==> config.mk <==
export PLATFORM = sky130hd
export DESIGN_NAME = dtt_ctrl
export DESIGN_NICKNAME = d
export VERILOG_FILES = /design/src/design/dtt_pkg.sv /design/src/design/dtt_ctrl.sv
export SDC_FILE = /design/constraint.sdc
export NUM_CORES = 1
export LEC_CHECK = 0
export BUFFER_PORTS_ARGS = -buffer_cell sky130_fd_sc_hd__buf_2
export CAP_MARGIN = 20
export CORE_AREA = 10 10 47 49
export CTS_CLUSTER_SIZE = 12
export DETAILED_ROUTE_END_ITERATION = 10
export DIE_AREA = 0 0 57 59
export SKIP_LAST_GASP = 1
export SLEW_MARGIN = 5
export SYNTH_ARGS = -nofsm -noshare
export SYNTH_HDL_FRONTEND = slang
export SYNTH_SLANG_ARGS = --single-unit
==> constraint.sdc <==
create_clock -name clk -period 0.9 [get_ports clk]
set_input_delay 0.045 -clock clk [delete_from_list [all_inputs] [get_ports clk]]
set_output_delay 0.045 -clock clk [all_outputs]
set_load 0.05 [all_outputs]
==> src/design/dtt_pkg.sv <==
// ----------------------------------------------------------------------------
// dtt_pkg
// Shared types and constants of the descriptor taint tracker: event codes,
// slot table entry layout and the controller/datapath handshake structs.
// ----------------------------------------------------------------------------
package dtt_pkg;

  // Default sizes, handed to the top-level parameters
  localparam int unsigned FD_SLOTS_DEF        = 1024;
  localparam int unsigned READ_LOG_DEPTH_DEF  = 256;
  localparam int unsigned WRITE_LOG_DEPTH_DEF = 256;

  // Fixed field widths
  localparam int unsigned FD_W     = 16;
  localparam int unsigned RET_W    = 32;
  localparam int unsigned LEVEL_W  = 3;
  localparam int unsigned EVENT_W  = 48;
  localparam int unsigned REC_FD_W = 10;
  localparam int unsigned BYTES_W  = 31;
  localparam int unsigned CMD_W    = 3;

  // Reset value of the sensitivity threshold
  localparam logic [LEVEL_W-1:0] THRESH_RESET = 3'd2;

  // Event kinds
  typedef enum logic [CMD_W-1:0] {
    CMD_OPEN  = 3'd0,
    CMD_READ  = 3'd1,
    CMD_WRITE = 3'd2,
    CMD_DUP   = 3'd3,
    CMD_CLOSE = 3'd4
  } cmd_t;

  // Record kinds
  localparam logic REC_SENS_READ = 1'b0;
  localparam logic REC_NET_WRITE = 1'b1;

  // One slot table entry
  typedef struct packed {
    logic               tainted;
    logic [LEVEL_W-1:0] level;
    logic [RET_W-1:0]   bytes;
  } slot_t;

  // Commands from the controller
  typedef struct packed {
    logic clr;     // write zero at the sweep address and advance it
    logic accept;  // capture the item and read its slot
    logic exec;    // update the slot and load the result register
  } ctrl_cmd_t;

  // Status back to the controller
  typedef struct packed {
    logic clr_last;  // sweep address is at the last slot
    logic out_free;  // result register can take a new item this cycle
  } ctrl_sts_t;

endpackage

==> src/design/dtt_ctrl.sv <==
// ----------------------------------------------------------------------------
// dtt_ctrl
// Controller of the descriptor taint tracker: runs the table clearing sweep
// after reset, then steps each item through slot read and slot update.
// ----------------------------------------------------------------------------
module dtt_ctrl (
  input  logic               clk,
  input  logic               rst_n,
  input  logic               in_valid,
  output logic               in_stall,
  input  dtt_pkg::ctrl_sts_t sts,
  output dtt_pkg::ctrl_cmd_t cmd
);
  import dtt_pkg::*;

  typedef enum logic [2:0] {
    ST_CLEAR = 3'b001,
    ST_IDLE  = 3'b010,
    ST_EXEC  = 3'b100
  } state_t;

  state_t state_r, state_nxt;

  // Decode commands and next state
  always_comb begin
    state_nxt  = state_r;
    cmd.clr    = 1'b0;
    cmd.accept = 1'b0;
    cmd.exec   = 1'b0;
    unique case (state_r)
      ST_CLEAR: begin
        cmd.clr = 1'b1;
        if (sts.clr_last) begin
          state_nxt = ST_IDLE;
        end
      end
      ST_IDLE: begin
        if (in_valid) begin
          cmd.accept = 1'b1;
          state_nxt  = ST_EXEC;
        end
      end
      ST_EXEC: begin
        if (sts.out_free) begin
          cmd.exec  = 1'b1;
          state_nxt = ST_IDLE;
        end
      end
      default: begin
        state_nxt = ST_CLEAR;
      end
    endcase
  end

  assign in_stall = (state_r != ST_IDLE);

  // Advance state
  always_ff @(posedge clk) begin
    if (!rst_n) begin
      state_r <= ST_CLEAR;
    end else begin
      state_r <= state_nxt;
    end
  end

`ifndef SYNTHESIS
  a_cmd_exclusive: assert property (@(posedge clk) disable iff (!rst_n)
    $onehot0({cmd.clr, cmd.accept, cmd.exec}))
    else $error("controller issued overlapping commands");

  a_exec_needs_room: assert property (@(posedge clk) disable iff (!rst_n)
    cmd.exec |-> sts.out_free)
    else $error("slot update issued while result register is occupied");

  a_accept_then_exec: assert property (@(posedge clk) disable iff (!rst_n)
    cmd.accept |=> (state_r == ST_EXEC))
    else $error("accepted item did not move to slot update");
`endif

endmodule

==> reports/metrics.cfg, run 1 <==
[outcome]
outcome = finished with violations
failed_checks = negative setup slack

[finish]
largest_reg_flops = 3
antenna_cells_inserted = 0
register_ranked_first_by_flip_flop_count = state_r
reg.largest.list = state_r x3
nets = 42
instances_no_fill = 52
nFillCells = 159
drive_above_1_share_pct = 86.1
layout-area-overhead-vs-synth_pct = 140

[yosys]
syn_inst = 17
sequential_element_share_of_the_synthesized_area_pct = 37.2
syn-cell-area_sq_um = 161
synth_edf_count = 0
synth.area.top_cells = sky130_fd_sc_hd__dfxtp_1, sky130_fd_sc_hd__nor3b_1, sky130_fd_sc_hd__nand2b_4
synth.top_cells.by_count = sky130_fd_sc_hd__dfxtp_1, sky130_fd_sc_hd__nor3b_1
postSynthRegisterBits = 3
syn_avg_cell_area_sq_um = 9.49
postSynth.asyncResetShare_pct = 0
synth-warning-count = 0
yosysTopAreaCellShare_pct = 37.2
synth_cell_types = 14
synthDominantAreaCellType = sky130_fd_sc_hd__dfxtp_1
synthesis.nets = 22
dominantRegCellSynth = sky130_fd_sc_hd__dfxtp_1
cell_with_the_most_instances_after_synthesis = sky130_fd_sc_hd__dfxtp_1

[grt]
grt_max_degree = 5
wire_length_of_the_first_global_routing_pass_microns = 931
number_of_antenna_violations_at_the_first_check_in_global_routing = 0
global_route.overflow_total = 0
vias_in_the_first_global_route = 240
track_usage_pct = 4.02

[run]
max-cap-violations = 0

[timing]
fin_crit_sh_pct = 142
tightest_slew_ns = 0.250
final.setup_skew_ns = 0.000327
slew_violations = 0
setup_repair_after_global_routing_missed_its_margin = true
final-hold-violation-count = 0
timing.final.setup_violations = 7
finalCriticalPeriod_ns = 1.28
final_critical_path_setup_slack_ns = -0.377
achievable-frequency_ghz = 0.783
timing.max_slew.rel_slack_pct = 83.4

[die]
core_region_area_sq_mm = 0.00140
die_height_microns = 59
initial_utilization_pct = 11.5
die_area_sq_mm = 0.00336
i_o_pins = 9
fp.dieW_microns = 57
floorplan.rows = 14

[worst_setup_path]
criticalPathCategory = reg2out
timing.critical_path.fanout_max = 4
capturing_element_type_of_the_critical_path = output port
worstPathArrival_ns = 1.23
critPathLaunch = state_r[1]
r2r_start = state_r[0]
required_ns = 0.85
startpoint_type = flip-flop

[min_path]
hold_path_class = in2reg
hold_path.startpoint = sts[1]

[route]
remaining_drc_errors = 0
routed_via_density = 4.00
detailedRoute.firstIterationViolations = 0
drt_first_pass_iters = 1
count_of_antenna_violating_nets_left_after_detailed_routing = 0
average_wire_length_per_cell_after_detail_routing_microns = 9.85
detailroute.via_count = 208
wirelength_microns = 512

[placed_design]
io_buffer_count = 8
hpwl_microns = 392
post-place-ws_ns = -0.219
place_inst = 44
gp_routability_congestion = 0.641

[power]
worst_ir_drop_vdd_uv = 289
static-leakage-power_nw = 0.169
cellPowerDensity_mw_per_mm2 = 1360

[clock_tree]
cts.clk_slew.worst_paths_ns = 0.04
worst_skew_pair.late_latency_ns = 0.23
cts.root.buffer_cell = sky130_fd_sc_hd__clkbuf_4
clockBufferDepth = 2
cts_buf_count = 3
tritoncts = yes
clock_sink_count = 3
cts.htree.levels = 1

==> report_power, final <==
part	internal (W)	switching, W	total, W
clock	0.000166	0.0000729	0.000239
combinational	0.0000722	0.0000653	0.000138
sequential	0.000142	0.00000525	0.000148
==> placed cells by master, fill, tap and decap left out <==
| master | instances |
|---|---|
| sky130_fd_sc_hd__dfxtp_2 | 3 |
| sky130_fd_sc_hd__inv_1 | 1 |
| sky130_fd_sc_hd__a21oi_2 | 1 |
| sky130_fd_sc_hd__dlygate4sd3_1 | 1 |
| sky130_fd_sc_hd__and2_4 | 1 |
| sky130_fd_sc_hd__buf_2 | 5 |
| sky130_fd_sc_hd__buf_6 | 7 |
| sky130_fd_sc_hd__and3b_2 | 1 |
| sky130_fd_sc_hd__buf_4 | 2 |
| sky130_fd_sc_hd__nor2_2 | 1 |
| sky130_fd_sc_hd__clkbuf_1 | 1 |
| sky130_fd_sc_hd__nor3b_4 | 2 |
| sky130_fd_sc_hd__clkbuf_4 | 3 |
| sky130_fd_sc_hd__nor2_4 | 1 |
| sky130_fd_sc_hd__o22ai_2 | 1 |
| sky130_fd_sc_hd__o31a_1 | 1 |
| sky130_fd_sc_hd__nand2b_1 | 1 |
| sky130_fd_sc_hd__or3b_4 | 1 |
| sky130_fd_sc_hd__nand2b_4 | 1 |
| sky130_fd_sc_hd__o21ai_2 | 1 |
==> worst paths after layout <==
path                              endpoint  slack, ns  cells after the start
worst max-delay path                cmd[1]      -0.38                      3
worst min-delay path            state_r[0]       0.11                      3
worst max register to register  state_r[1]      -0.14                      4
worst min register to register  state_r[0]       0.67                      3
==> metal layers <==
metal | wire, microns | global-route usage [%] | up-vias
li1 | - | - | 98
met1 | 180 | 2.73 | 95
met2 | 252 | 5.89 | 10
met3 | 33 | 2.36 | 5
met4 | 46 | 7.05 | 0
met5 | 0 | 0 | -
==> final cells by class <==
type / instances / area [sq um] / area share (%)
repair buffers: 15 / 129 / 33.3
inverters: 1 / 3.75 / 0.971
well taps: 16 / 20.0 / 5.18
multi-input cells: 13 / 144 / 37.2
clock buffers: 4 / 26.3 / 6.80
flip-flops and latches: 3 / 63.8 / 16.5
==> per-stage QoR <==
stage	setup TNS [ns]	cell area (sq um)	utilization (%)	hold slack, ns	power, W
2_1_floorplan	-1.16	195	-	0.125	0.000217
3_3_place_gp	-0.735	278	19.8	0.248	0.000249
3_5_place_dp	-0.734	278	19.8	0.251	0.000250
4_1_cts	-1.64	364	26.0	0.110	0.000522
5_1_grt	-1.92	387	27.6	0.108	0.000565
6_report	-1.53	387	27.6	0.111	0.000524
==> logic make-up (layout without fill, tap and decap cells) <==
family / count (synthesis) / after routing / synth area share (%)
flops: 3 / 3 / 37.2
buf+inv: 1 / 20 / 2.32
compound gates: 4 / 4 / 15.5
simple gates: 9 / 9 / 45.0
==> critical path, cell delays in order (launching register included) <==
cell,delay [ns]
sky130_fd_sc_hd__dfxtp_2,0.33
sky130_fd_sc_hd__or3b_4,0.41
sky130_fd_sc_hd__nor2_4,0.10
sky130_fd_sc_hd__buf_6,0.16
==> what timing repair did <==
action | CTS | global route
gates cloned | 0 | 0
pin swaps | 3 | 3
hold buffers | 1 | 0
endpoints found under the setup margin | 7 | 7
endpoints found under the hold margin | 1 | 0
resized for setup | 10 | 5
setup buffers | 2 | 2
No activity file was read; power rests on OpenSTA's default activity.
==> run 2, diff against run 1 <==
ABC_AREA = 1   (was unset)
PLACE_DENSITY_LB_ADDON = 0.12   (was unset)
==> reports/metrics.cfg, run 2 <==
[finish]
reg.largest.list = state_r x3
mostFrequentLayoutCell = sky130_fd_sc_hd__inv_1
postLayoutCoreUtil_pct = 27.6  ; unchanged
design_area_sq_um = 387  ; unchanged
layout.cells.most_common_list = sky130_fd_sc_hd__inv_1, sky130_fd_sc_hd__nor2_4, sky130_fd_sc_hd__nand3_2, sky130_fd_sc_hd__buf_2
nFillCells = 171  ; +7.5%
drive_above_1_share_pct = 66.7  ; -19 points
nets = 48  ; +14%
register_ranked_first_by_flip_flop_count = state_r
antenna_cells_inserted = 0  ; unchanged
layout-area-overhead-vs-synth_pct = 122
largest_reg_flops = 3  ; unchanged

[run]
max-cap-violations = 0  ; unchanged

[power]
clock_power_share_pct = 31.1  ; -15 points
static-leakage-power_nw = 0.190  ; +13%
switching_share_pct = 39.5  ; +12 points
seqPwrFrac_pct = 25.5  ; -2.6 points
power.switching_w = 0.000301  ; +110%
worst_ir_drop_vdd_uv = 649  ; +120%
cellInternalPower_w = 0.000461  ; +21%
power_w = 0.000762  ; +45%
comb_power_share_pct = 43.4  ; +17 points
cellPowerDensity_mw_per_mm2 = 1970  ; +45%

[die]
i_o_pins = 9  ; unchanged
fp.dieW_microns = 57  ; unchanged
die_height_microns = 59  ; unchanged
initial_utilization_pct = 12.4  ; +0.89 points
floorplan.rows = 14  ; unchanged
core_region_area_sq_mm = 0.00140  ; unchanged
die_area_sq_mm = 0.00336  ; unchanged

[clock_tree]
postCtsHoldBufs = 0  ; -1
cts.root.buffer_cell = sky130_fd_sc_hd__clkbuf_4
tritoncts = yes
clock_sink_count = 3  ; unchanged
worst_skew_pair.late_latency_ns = 0.23  ; about the same
cts.clk_slew.worst_paths_ns = 0.04  ; about the same
clockBufferDepth = 2  ; unchanged
cts_buf_count = 3  ; unchanged
cts.htree.levels = 1  ; unchanged

[placed_design]
gp_routability_congestion = 0.746  ; +16%
post-place-ws_ns = -0.0909  ; +0.128 ns
hpwl_microns = 420  ; +7.1%
io_buffer_count = 8  ; unchanged
postPlaceCellArea_sq_um = 262  ; -5.9%

[yosys]
synth_edf_count = 0  ; unchanged
synth-warning-count = 0  ; unchanged
postSynthRegisterBits = 3  ; unchanged
synthesis.nets = 33  ; +50%
dominantRegCellSynth = sky130_fd_sc_hd__dfxtp_1
synthDominantAreaCellType = sky130_fd_sc_hd__dfxtp_1
syn_inst = 28  ; +11
postSynth.asyncResetShare_pct = 0  ; unchanged
synth.area.top_cells = sky130_fd_sc_hd__dfxtp_1, sky130_fd_sc_hd__nand3_1, sky130_fd_sc_hd__inv_1
synth_cell_types = 8  ; -6
syn-cell-area_sq_um = 174  ; +7.8%
yosysTopAreaCellShare_pct = 34.5  ; -2.7 points
synth.top_cells.by_count = sky130_fd_sc_hd__inv_1, sky130_fd_sc_hd__nand3_1, sky130_fd_sc_hd__nor2_1
sequential_element_share_of_the_synthesized_area_pct = 34.5  ; -2.7 points
syn_avg_cell_area_sq_um = 6.21  ; -35%

[worst_setup_path]
timing.critical_path.fanout_max = 4  ; unchanged
cp_cell_sequence = nor2_4, nand3_2, inv_2, buf_8
cpLargestDelayFamily = flip-flops
criticalPathCategory = reg2out
capturing_element_type_of_the_critical_path = output port
cpMaxStageDelayCell = sky130_fd_sc_hd__dfxtp_4
worstPathArrival_ns = 1.03  ; -0.20 ns
required_ns = 0.85  ; about the same
cp.buffers_inverters = 2  ; +1
r2r_slack_ns = -0.05  ; +0.09 ns
startpoint_type = flip-flop
timing.critical_path.slowest_cell_delay_ns = 0.35  ; -0.06 ns

[timing]
slew_violations = 0  ; unchanged
setup_repair_after_global_routing_missed_its_margin = true
timing.final.setup_violations = 5  ; -2
timing.max_slew.rel_slack_pct = 92.3  ; +8.8 points
fin_crit_sh_pct = 119  ; -23 points
tightest_slew_ns = 0.115  ; -0.135 ns
final_critical_path_setup_slack_ns = -0.171  ; +0.207 ns
achievable-frequency_ghz = 0.934  ; +19%
fin_worst_hold_slack_ns = 0.0299  ; -0.0813 ns
final.setup_skew_ns = 0.00577  ; +0.00545 ns
finalCriticalPeriod_ns = 1.07  ; -0.207 ns
final-hold-violation-count = 0  ; unchanged

[route]
detailedRoute.firstIterationViolations = 1  ; +1
drt_first_pass_iters = 2  ; +1
remaining_drc_errors = 0  ; unchanged
average_wire_length_per_cell_after_detail_routing_microns = 9.26  ; -6.0%
detailroute.via_count = 214  ; +2.9%
wirelength_microns = 537  ; +4.9%
routed_via_density = 3.69  ; -7.8%
count_of_antenna_violating_nets_left_after_detailed_routing = 0  ; unchanged

[grt]
wire_length_of_the_first_global_routing_pass_microns = 903  ; -3.0%
global_route.overflow_total = 0  ; unchanged
number_of_antenna_violations_at_the_first_check_in_global_routing = 0  ; unchanged
track_usage_pct = 3.49  ; -0.53 points
grt_max_degree = 5  ; unchanged
vias_in_the_first_global_route = 244  ; +1.7%

[outcome]
failed_checks = negative setup slack
outcome = finished with violations

[min_path]
hold_path_class = in2reg

## run 2: cell type report
class,count,area (sq um),area share (%)
inverter,7,26.3,6.80
clock buffer,4,26.3,6.80
sequential,3,71.3,18.4
timing repair buffer,10,95.1,24.6
tap,16,20.0,5.18
multi-input combinational,18,148,38.2
## run 2: kinds of logic after synthesis
group / share of synthesized area [%]
AND/OR/NAND/NOR: 46.0
buffers and inverters: 15.1
flip-flops: 34.5
AO/OA/AOI/OAI: 4.32
## run 2: timing repair
action,4_1_cts,5_1_grt
setup endpoints to repair,5,5
pin swaps,5,6
buffers inserted,0,1
resized for setup,19,8
## run 2: worst reg2reg max path, stage by stage (launching register included)
cell	delay [ns]
sky130_fd_sc_hd__dfxtp_4	0.35
sky130_fd_sc_hd__nor2_4	0.14
sky130_fd_sc_hd__nand2_4	0.08
sky130_fd_sc_hd__buf_4	0.13
sky130_fd_sc_hd__nand3_1	0.07
sky130_fd_sc_hd__nand3_1	0.06
## run 2: worst paths after layout
check / start / to / cells past startpoint
min reg2reg: state_r[2] / state_r[2] / 2
max: state_r[2] / cmd[1] / 4
max reg2reg: state_r[2] / state_r[0] / 5
min: rst_n / state_r[0] / 2
## run 2: layer usage
layer / share of wire [%] / routed length [microns] / global-route usage, %
met5: 0 / 0 / 0
met4: 0 / 0 / 3.02
met3: 11 / 59 / 2.36
met2: 49 / 263 / 5.12
met1: 40 / 214 / 3.30
## run 2: metrics by stage
stage / cells / TNS (ns)
2_1_floorplan: 28 / 0
3_3_place_gp: 53 / -0.221
3_5_place_dp: 53 / -0.186
4_1_cts: 57 / -0.659
5_1_grt: 58 / -0.939
6_report: 58 / -0.640
## run 2: power groups by stage
| stage | combinational [W] | sequential (W) | clock (W) |
|---|---|---|---|
| finish | 0.000331 | 0.000194 | 0.000237 |
| global route | 0.000363 | 0.000200 | 0.000255 |
| CTS | 0.000295 | 0.000185 | 0.000249 |
| detailed placement | 0.000245 | 0.000183 | 0 |
| global placement | 0.000248 | 0.000183 | 0 |
| floorplan | 0.000176 | 0.000186 | 0 |
